[config.mk]
export PLATFORM = sky130hd
export DESIGN_NAME = preemptive_priority_scheduler_unit
export DESIGN_NICKNAME = d
export VERILOG_FILES = /design/src/rtl/pps_pkg.sv /design/src/rtl/pps_entry_ram.sv /design/src/rtl/pps_result_buf.sv /design/src/rtl/preemptive_priority_scheduler_unit.sv
export SDC_FILE = /design/constraint.sdc
export NUM_CORES = 2
export LEC_CHECK = 0
export ABC_AREA = 1
export BUFFER_PORTS_ARGS = -buffer_cell sky130_fd_sc_hd__buf_4
export CAP_MARGIN = 40
export CORE_MARGIN = 4
export CORE_UTILIZATION = 56
export CTS_CLUSTER_DIAMETER = 50
export DETAILED_ROUTE_END_ITERATION = 7
export GPL_TIMING_DRIVEN = 0
export PLACE_DENSITY = 0.73
export SYNTH_ARGS = -nofsm -noshare
export SYNTH_HDL_FRONTEND = slang
export SYNTH_SLANG_ARGS = --single-unit
export TNS_END_PERCENT = 10
[constraint.sdc]
create_clock -name i_clk -period 8.2 [get_ports i_clk]
set_clock_uncertainty 0.15 [all_clocks]
set_input_delay 0.41 -clock i_clk [delete_from_list [all_inputs] [get_ports i_clk]]
set_output_delay 0.41 -clock i_clk [all_outputs]
set_load 0.02 [all_outputs]
[src/rtl/pps_pkg.sv]
package pps_pkg;

    localparam logic OP_LOAD = 1'b0;
    localparam logic OP_TICK = 1'b1;

    localparam logic [31:0] TIMER_MAX = 32'hFFFF_FFFF;

    typedef struct packed {
        logic [7:0]  label;
        logic [15:0] burst;
        logic [15:0] remaining;
        logic [31:0] arrival;
        logic [7:0]  urgency;
    } t_entry;

    typedef struct packed {
        logic        ran;
        logic [7:0]  served_label;
        logic        first_service;
        logic [31:0] response_ticks;
        logic        finished;
        logic [31:0] turnaround_ticks;
        logic [31:0] waiting_ticks;
        logic [31:0] time_now;
        logic        load_rejected;
    } t_result;

endpackage

[src/rtl/pps_entry_ram.sv]
module pps_entry_ram
    import pps_pkg::*;
#(
    parameter int DEPTH = 16
) (
    input  logic                     i_clk,
    input  logic                     i_we,
    input  logic [$clog2(DEPTH)-1:0] i_waddr,
    input  t_entry                   i_wdata,
    input  logic                     i_re,
    input  logic [$clog2(DEPTH)-1:0] i_raddr,
    output t_entry                   o_rdata
);

    t_entry r_mem [DEPTH];
    t_entry r_rdata;

    always_ff @(posedge i_clk) begin
        if (i_we) begin
            r_mem[i_waddr] <= i_wdata;
        end
        if (i_re) begin
            r_rdata <= r_mem[i_raddr];
        end
    end

    assign o_rdata = r_rdata;

endmodule

[src/rtl/pps_result_buf.sv]
module pps_result_buf
    import pps_pkg::*;
(
    input  logic    i_clk,
    input  logic    i_rst_n,
    input  logic    i_push_valid,
    input  t_result i_push_res,
    output logic    o_push_ready,
    output logic    o_valid,
    input  logic    i_ready,
    output t_result o_res
);

    logic    r_valid;
    t_result r_res;
    logic    push;

    assign o_push_ready = !r_valid || i_ready;
    assign push         = i_push_valid && o_push_ready;

    always_ff @(posedge i_clk) begin
        if (!i_rst_n) begin
            r_valid <= 1'b0;
        end else if (push) begin
            r_valid <= 1'b1;
        end else if (i_ready) begin
            r_valid <= 1'b0;
        end
        if (push) begin
            r_res <= i_push_res;
        end
    end

    assign o_valid = r_valid;
    assign o_res   = r_res;

endmodule

[src/rtl/preemptive_priority_scheduler_unit.sv]
// Preemptive priority scheduler, one request per load or tick.
// Input channel: i_in_valid / o_in_ready carry a request; i_op selects a job
// load (job fields used) or one time tick (job fields ignored).
// Output channel: o_out_valid / i_out_ready carry exactly one result per
// request, in request order.
// Operation: a load writes its entry and then hands on its result. A tick
// walks the loaded entries, since the entry RAM has one registered read port:
// it reads the loaded entries one per cycle, releasing arrived jobs and
// tracking the lowest priority number, then serves the chosen job and writes
// its remaining time back, and then finishes the waiting time. A new request
// is taken only in idle, once the previous result has gone to the output
// register.
// A finished result sits in an output register; the next request is taken
// while it waits, and its result holds internally until the receiver takes
// the earlier one. A stalled receiver therefore stops intake after one
// request.
// Reset (synchronous, active low) empties the job store, clears all ready
// bits and sets the timer to zero; no result is pending afterward.
module preemptive_priority_scheduler_unit
    import pps_pkg::*;
#(
    parameter int MAX_JOBS = 16
) (
    input  logic        i_clk,
    input  logic        i_rst_n,
    input  logic        i_in_valid,
    output logic        o_in_ready,
    input  logic        i_op,
    input  logic [7:0]  i_job_label,
    input  logic [15:0] i_burst_len,
    input  logic [31:0] i_arrive_at,
    input  logic [7:0]  i_urgency,
    output logic        o_out_valid,
    input  logic        i_out_ready,
    output logic        o_ran,
    output logic [7:0]  o_served_label,
    output logic        o_first_service,
    output logic [31:0] o_response_ticks,
    output logic        o_finished,
    output logic [31:0] o_turnaround_ticks,
    output logic [31:0] o_waiting_ticks,
    output logic [31:0] o_time_now,
    output logic        o_load_rejected
);

    localparam int AW = $clog2(MAX_JOBS);
    localparam int CW = $clog2(MAX_JOBS + 1);

    typedef enum logic [2:0] {
        S_IDLE,
        S_SCAN,
        S_EXEC,
        S_FIN,
        S_DONE
    } t_state;

    t_state              r_state, n_state;
    logic [CW-1:0]       r_count, n_count;
    logic [CW-1:0]       r_rp, n_rp;
    logic [MAX_JOBS-1:0] r_ready, n_ready;
    logic [31:0]         r_timer, n_timer;
    logic [CW-1:0]       r_idx, n_idx;
    logic                r_chk_vld, n_chk_vld;
    logic [AW-1:0]       r_chk_idx, n_chk_idx;
    logic                r_found, n_found;
    logic [AW-1:0]       r_best_idx, n_best_idx;
    t_entry              r_best, n_best;
    t_result             r_res, n_res;

    logic          ram_we;
    logic [AW-1:0] ram_waddr;
    t_entry        ram_wdata;
    logic          ram_re;
    t_entry        ram_rdata;

    logic          push_valid;
    logic          push_ready;
    t_result       out_res;

    logic          rel;
    logic          rdy;
    logic [15:0]   rem_next;
    logic [31:0]   timer_next;
    logic [31:0]   wait_diff;

    pps_entry_ram #(
        .DEPTH (MAX_JOBS)
    ) u_ram (
        .i_clk   (i_clk),
        .i_we    (ram_we),
        .i_waddr (ram_waddr),
        .i_wdata (ram_wdata),
        .i_re    (ram_re),
        .i_raddr (r_idx[AW-1:0]),
        .o_rdata (ram_rdata)
    );

    pps_result_buf u_buf (
        .i_clk        (i_clk),
        .i_rst_n      (i_rst_n),
        .i_push_valid (push_valid),
        .i_push_res   (r_res),
        .o_push_ready (push_ready),
        .o_valid      (o_out_valid),
        .i_ready      (i_out_ready),
        .o_res        (out_res)
    );

    assign o_in_ready = (r_state == S_IDLE);
    assign timer_next = (r_timer == TIMER_MAX) ? r_timer : r_timer + 32'd1;
    assign rem_next   = r_best.remaining - 16'd1;
    assign wait_diff  = r_res.turnaround_ticks - {16'd0, r_best.burst};

    always_comb begin
        n_state    = r_state;
        n_count    = r_count;
        n_rp       = r_rp;
        n_ready    = r_ready;
        n_timer    = r_timer;
        n_idx      = r_idx;
        n_chk_vld  = r_chk_vld;
        n_chk_idx  = r_chk_idx;
        n_found    = r_found;
        n_best_idx = r_best_idx;
        n_best     = r_best;
        n_res      = r_res;
        ram_we     = 1'b0;
        ram_waddr  = r_best_idx;
        ram_wdata  = r_best;
        ram_re     = 1'b0;
        push_valid = 1'b0;
        rel        = 1'b0;
        rdy        = 1'b0;
        case (r_state)
            S_IDLE: begin
                if (i_in_valid) begin
                    if (i_op == OP_LOAD) begin
                        n_res          = '0;
                        n_res.time_now = r_timer;
                        if (r_count == CW'(MAX_JOBS) || i_burst_len == 16'd0) begin
                            n_res.load_rejected = 1'b1;
                        end else begin
                            ram_we              = 1'b1;
                            ram_waddr           = r_count[AW-1:0];
                            ram_wdata.label     = i_job_label;
                            ram_wdata.burst     = i_burst_len;
                            ram_wdata.remaining = i_burst_len;
                            ram_wdata.arrival   = i_arrive_at;
                            ram_wdata.urgency   = i_urgency;
                            n_count             = r_count + CW'(1);
                        end
                        n_state = S_DONE;
                    end else begin
                        n_idx     = '0;
                        n_chk_vld = 1'b0;
                        n_found   = 1'b0;
                        n_state   = S_SCAN;
                    end
                end
            end
            S_SCAN: begin
                if (r_idx < r_count) begin
                    ram_re    = 1'b1;
                    n_idx     = r_idx + CW'(1);
                    n_chk_vld = 1'b1;
                    n_chk_idx = r_idx[AW-1:0];
                end else begin
                    n_chk_vld = 1'b0;
                end
                if (r_chk_vld) begin
                    rel = (CW'(r_chk_idx) == r_rp) && (ram_rdata.arrival <= r_timer);
                    rdy = r_ready[r_chk_idx] || rel;
                    if (rel) begin
                        n_ready[r_chk_idx] = 1'b1;
                        n_rp               = r_rp + CW'(1);
                    end
                    if (rdy && (!r_found || ram_rdata.urgency < r_best.urgency)) begin
                        n_found    = 1'b1;
                        n_best_idx = r_chk_idx;
                        n_best     = ram_rdata;
                    end
                end else if (r_idx >= r_count) begin
                    n_state = S_EXEC;
                end
            end
            S_EXEC: begin
                n_res          = '0;
                n_res.time_now = timer_next;
                n_timer        = timer_next;
                if (r_found) begin
                    n_res.ran          = 1'b1;
                    n_res.served_label = r_best.label;
                    if (r_best.remaining == r_best.burst) begin
                        n_res.first_service  = 1'b1;
                        n_res.response_ticks = r_timer - r_best.arrival;
                    end
                    if (rem_next == 16'd0) begin
                        n_res.finished         = 1'b1;
                        n_res.turnaround_ticks = timer_next - r_best.arrival;
                        n_ready[r_best_idx]    = 1'b0;
                    end
                    ram_we              = 1'b1;
                    ram_wdata.remaining = rem_next;
                end
                n_state = S_FIN;
            end
            S_FIN: begin
                if (r_res.finished && r_res.turnaround_ticks >= {16'd0, r_best.burst}) begin
                    n_res.waiting_ticks = wait_diff;
                end else begin
                    n_res.waiting_ticks = 32'd0;
                end
                n_state = S_DONE;
            end
            S_DONE: begin
                push_valid = 1'b1;
                if (push_ready) begin
                    n_state = S_IDLE;
                end
            end
            default: begin
                n_state = S_IDLE;
            end
        endcase
    end

    always_ff @(posedge i_clk) begin
        if (!i_rst_n) begin
            r_state   <= S_IDLE;
            r_count   <= '0;
            r_rp      <= '0;
            r_ready   <= '0;
            r_timer   <= '0;
            r_idx     <= '0;
            r_chk_vld <= 1'b0;
            r_found   <= 1'b0;
        end else begin
            r_state   <= n_state;
            r_count   <= n_count;
            r_rp      <= n_rp;
            r_ready   <= n_ready;
            r_timer   <= n_timer;
            r_idx     <= n_idx;
            r_chk_vld <= n_chk_vld;
            r_found   <= n_found;
        end
        r_chk_idx  <= n_chk_idx;
        r_best_idx <= n_best_idx;
        r_best     <= n_best;
        r_res      <= n_res;
    end

    assign o_ran              = out_res.ran;
    assign o_served_label     = out_res.served_label;
    assign o_first_service    = out_res.first_service;
    assign o_response_ticks   = out_res.response_ticks;
    assign o_finished         = out_res.finished;
    assign o_turnaround_ticks = out_res.turnaround_ticks;
    assign o_waiting_ticks    = out_res.waiting_ticks;
    assign o_time_now         = out_res.time_now;
    assign o_load_rejected    = out_res.load_rejected;

endmodule

==> metrics.md <==
| Metric | Value |
|---|---|
| Status | complete, no violations |
| CP startpoint kind | flip-flop |
| Worst hold path startpoint | i_burst_len[6] |
| Post-synth top cells | edfxtp_1, nor2_1, nand2_1, o21ai_0, inv_1 |
| Worst EP arrival | 5090 ps |
| CP Capture Type | flip-flop |
| Fill count | 9517 |
| Input/output buffers | 210 |
| Routability cong. | 0.9385 |
| Minimum clock period | 4757 ps |
| Synthesized netlist cell count | 5969 |
| Setup ws final | 3443 ps |
| Wire per inst | 26.52 µm |
| Dpl ws | 3501 ps |
| Number of synthesized flops with an enable pin | 1728 |
| Synth Warn # | 0 |
| Clk root buf | clkbuf_16 |
| Htree depth | 4 |
| DIE WIDTH | 374.6 µm |
| Final Setup Violations | 0 |
| Gr ovfl total | 0 |
| Path depth of the worst reg2reg path | 15 |
| First-pass GRT wire length | 327200 µm |
| Unrepaired setup endpoints after global routing | false |
| Total power | 25.17 mW |
| Vias in the first global route | 50730 |
| Dominant cell type by area after synthesis | edfxtp_1 |
| Tightest Pin Transition | 930.2 ps |
| Relative slew slack | 0.3799 |
| Post-DP HPWL | 161500 µm |
| Syn nets | 6170 |
| Power Dens Cells | 287.2 nW/µm² |
| Post-synthesis register bit count | 1797 |
| Hold Crit Depth | 3 |
| Post-synthesis cell area | 75250 µm² |
| Final wirelength | 224800 µm |
| Netlist cell types | 61 |
| Final-stage net count | 6771 |
| Number of CTS-inserted buffers | 182 |
| Hold EP | u_ram.r_mem[12][46] |
| Metal2 WL | 104200 µm |
| Number of antenna violations at the first check in global routing | 9 |
| CP Max Fanout | 25 |
| Core area | 133500 µm² |
| Worst hold path class | input pin to flip-flop |
| # DRC | 0 |
| Largest net degree at the start of global routing | 86 |
| DR vias | 52620 |
| Synth Flop Type | edfxtp_1 |
| Clock Sinks | 1797 |
| Final count of pins violating max slew | 0 |
| Most numerous cell in the Yosys netlist | edfxtp_1 |
| CTS tree | built |
| MaxCap Viol Count | 0 |
| Share of Yosys cell area claimed by the top area cell type | 0.6895 |
| Later-pin clock latency in the skew report | 810 ps |
| Tcrit/Tclk final | 0.5802 |
| Die area | 140300 µm² |
| Metal3 WL | 24890 µm |
| Ranking of synthesized cells by area | edfxtp_1, nor2_1, nand2_1 |
| Crit path kind | flip-flop to flip-flop |
| Reg-to-Reg End | u_ram.o_rdata[6] |
| Worst-path clk slew | 60 ps |
| DRT Pass-1 Iters | 6 |
| Met1 wire length | 82830 µm |
| Avg Inst Size Synth | 12.61 µm² |
| Vias per cell | 6.209 |
| Starting Density | 0.5639 |
| Synth async-reset ratio | 0 |
| Final core utilization | 0.6568 |
| Area growth syn-to-layout | 16.49% |
| Post-synthesis sequential area ratio | 0.7079 |
| Peak Freq | 210.2 MHz |
| CTS max path bufs | 3 |
| Layout cell share with drive strength beyond 1 | 0.1179 |
| Setup TNS | 0 ps |
| Detailed Route Iter0 Violations | 6999 |
| Worst vdd ir | 258.9 µV |
| R2r startpoint | r_idx[0] |
| I/O pin count | 211 |
| Rows | 134 |
| R2R Setup Slk | 3440 ps |
| Die height | 374.6 µm |
| Final count of hold timing violations | 0 |
| Total GRT Usage | 0.3146 |
| DR top layer | met5 |
| Critical Path RT | 8530 ps |
| Lkg Pwr | 30.04 nW |
| Final ANT Viol Nets | 0 |
## per-stage QoR
| step | area (µm²) | hold WS [ps] | std cells |
|---|---|---|---|
| 2_1_floorplan | 75250 | 250.3 | 5969 |
| 3_3_place_gp | 79040 | 251.0 | 7947 |
| 3_5_place_dp | 81610 | 254.5 | 8120 |
| 4_1_cts | 87630 | 10.20 | 8474 |
| 5_1_grt | 87660 | 36.14 | 8475 |
| 6_report | 87660 | 47.53 | 8476 |
## flip-flops by register name, indices dropped and copies added (netlist names)
register and count:
u_ram.r_mem 1280, u_ram.o_rdata 80, r_best 80, r_rp 5, r_ready 16, r_res 140, r_count 5, r_timer 32
r_chk_vld 1, r_found 1, r_idx 5, r_state 3, u_buf.o_res 140, r_best_idx 4, u_buf.o_valid 1, r_chk_idx 4
## timing repair
| item | in CTS | in global routing |
|---|---|---|
| buffers inserted | 0 | 0 |
| gates resized for setup | 0 | 0 |
| hold buffers | 33 | 0 |
| endpoints found under the hold margin | 138 | 0 |
## report_power, final
part / leakage, nW / switching, mW / internal [mW]
clock: 2.77 / 3.46 / 4.50
combinational: 11.0 / 3.97 / 1.60
sequential: 16.3 / 0.295 / 11.4
total: 30.0 / 7.72 / 17.4
## layout by cell type, fill, tap and decap left out, types with 14 or more instances in the layout
cell type / n
edfxtp_1: 1728
nor2_1: 951
nand2_1: 694
o21ai_0: 471
inv_1: 279
buf_4: 269
clkbuf_1: 253
nand3_1: 218
a21oi_1: 199
clkbuf_16: 187
o32ai_1: 185
o221ai_1: 148
mux2i_1: 135
ha_1: 129
dfxtp_1: 69
o21ai_1: 59
buf_2: 58
xor2_1: 52
buf_12: 50
nand4_1: 45
nor3_1: 35
o211ai_1: 34
dlygate4sd3_1: 33
clkinv_2: 28
clkinv_1: 28
buf_1: 25
nor2_2: 24
nor2_4: 23
nor4_1: 21
buf_6: 21
buf_16: 20
a21o_1: 15
o21a_1: 15
xnor2_1: 14
## final cells by class
type / count / area, µm² / share of cell area
Tap cell: 1768 / 2212 / 0.02523
Clock buffer: 226 / 4866 / 0.05551
Inverter: 291 / 1099 / 0.01253
Sequential cell: 1797 / 53270 / 0.6077
Buffer: 290 / 1177 / 0.01343
Timing Repair Buffer: 417 / 4348 / 0.04960
Clock inverter: 95 / 820.8 / 0.009363
Antenna cell: 1 / 2.502 / 0.00002855
Multi-Input combinational cell: 3591 / 19870 / 0.2266
## critical path, cell delays in order (launching register included)
cell and delay (ps):
dfxtp_1 400, buf_2 330, inv_1 140, buf_2 420, clkbuf_1 550, buf_8 240
clkbuf_1 450, buf_6 240, ha_1 150, inv_1 30, nand2_1 50, o211ai_1 160
nor2_4 420, buf_16 230, buf_16 180, buf_12 210
## how the worst max path moves through the flow
stage | startpoint | to | depth (start not counted)
detailed placement | i_burst_len[0] | u_ram.r_mem[12][3] | 12
floorplan | r_state[0] | u_buf.o_res[0] | 3
finish | r_idx[0] | u_ram.o_rdata[6] | 15
global placement | r_idx[0] | r_state[0] | 14
global route | r_idx[0] | u_ram.o_rdata[6] | 15
CTS | r_idx[0] | u_ram.o_rdata[6] | 15
## kinds of logic (layout without fill, tap and decap cells)
kind of cell / count (synthesis) / in the layout / share of synthesized area
adders and majority gates: 132 / 132 / 0.02225
muxes: 135 / 135 / 0.01796
buffers and inverters: 581 / 1319 / 0.03016
and+or+nand+nor: 2067 / 2067 / 0.1138
other: 0 / 1 / 0
xor gates and xnor gates: 68 / 68 / 0.008114
AOI/OAI and AO/OA: 1189 / 1189 / 0.09986
DFF: 1797 / 1797 / 0.7079
## metal layers
| metal | GRT usage | up-vias |
|---|---|---|
| li1 | - | 23210 |
| met1 | 0.4098 | 25640 |
| met2 | 0.4972 | 3171 |
| met3 | 0.07608 | 595 |
| met4 | 0.1585 | 10 |
| met5 | 0 | - |
Note: power is estimated with default switching activity, not from simulation.
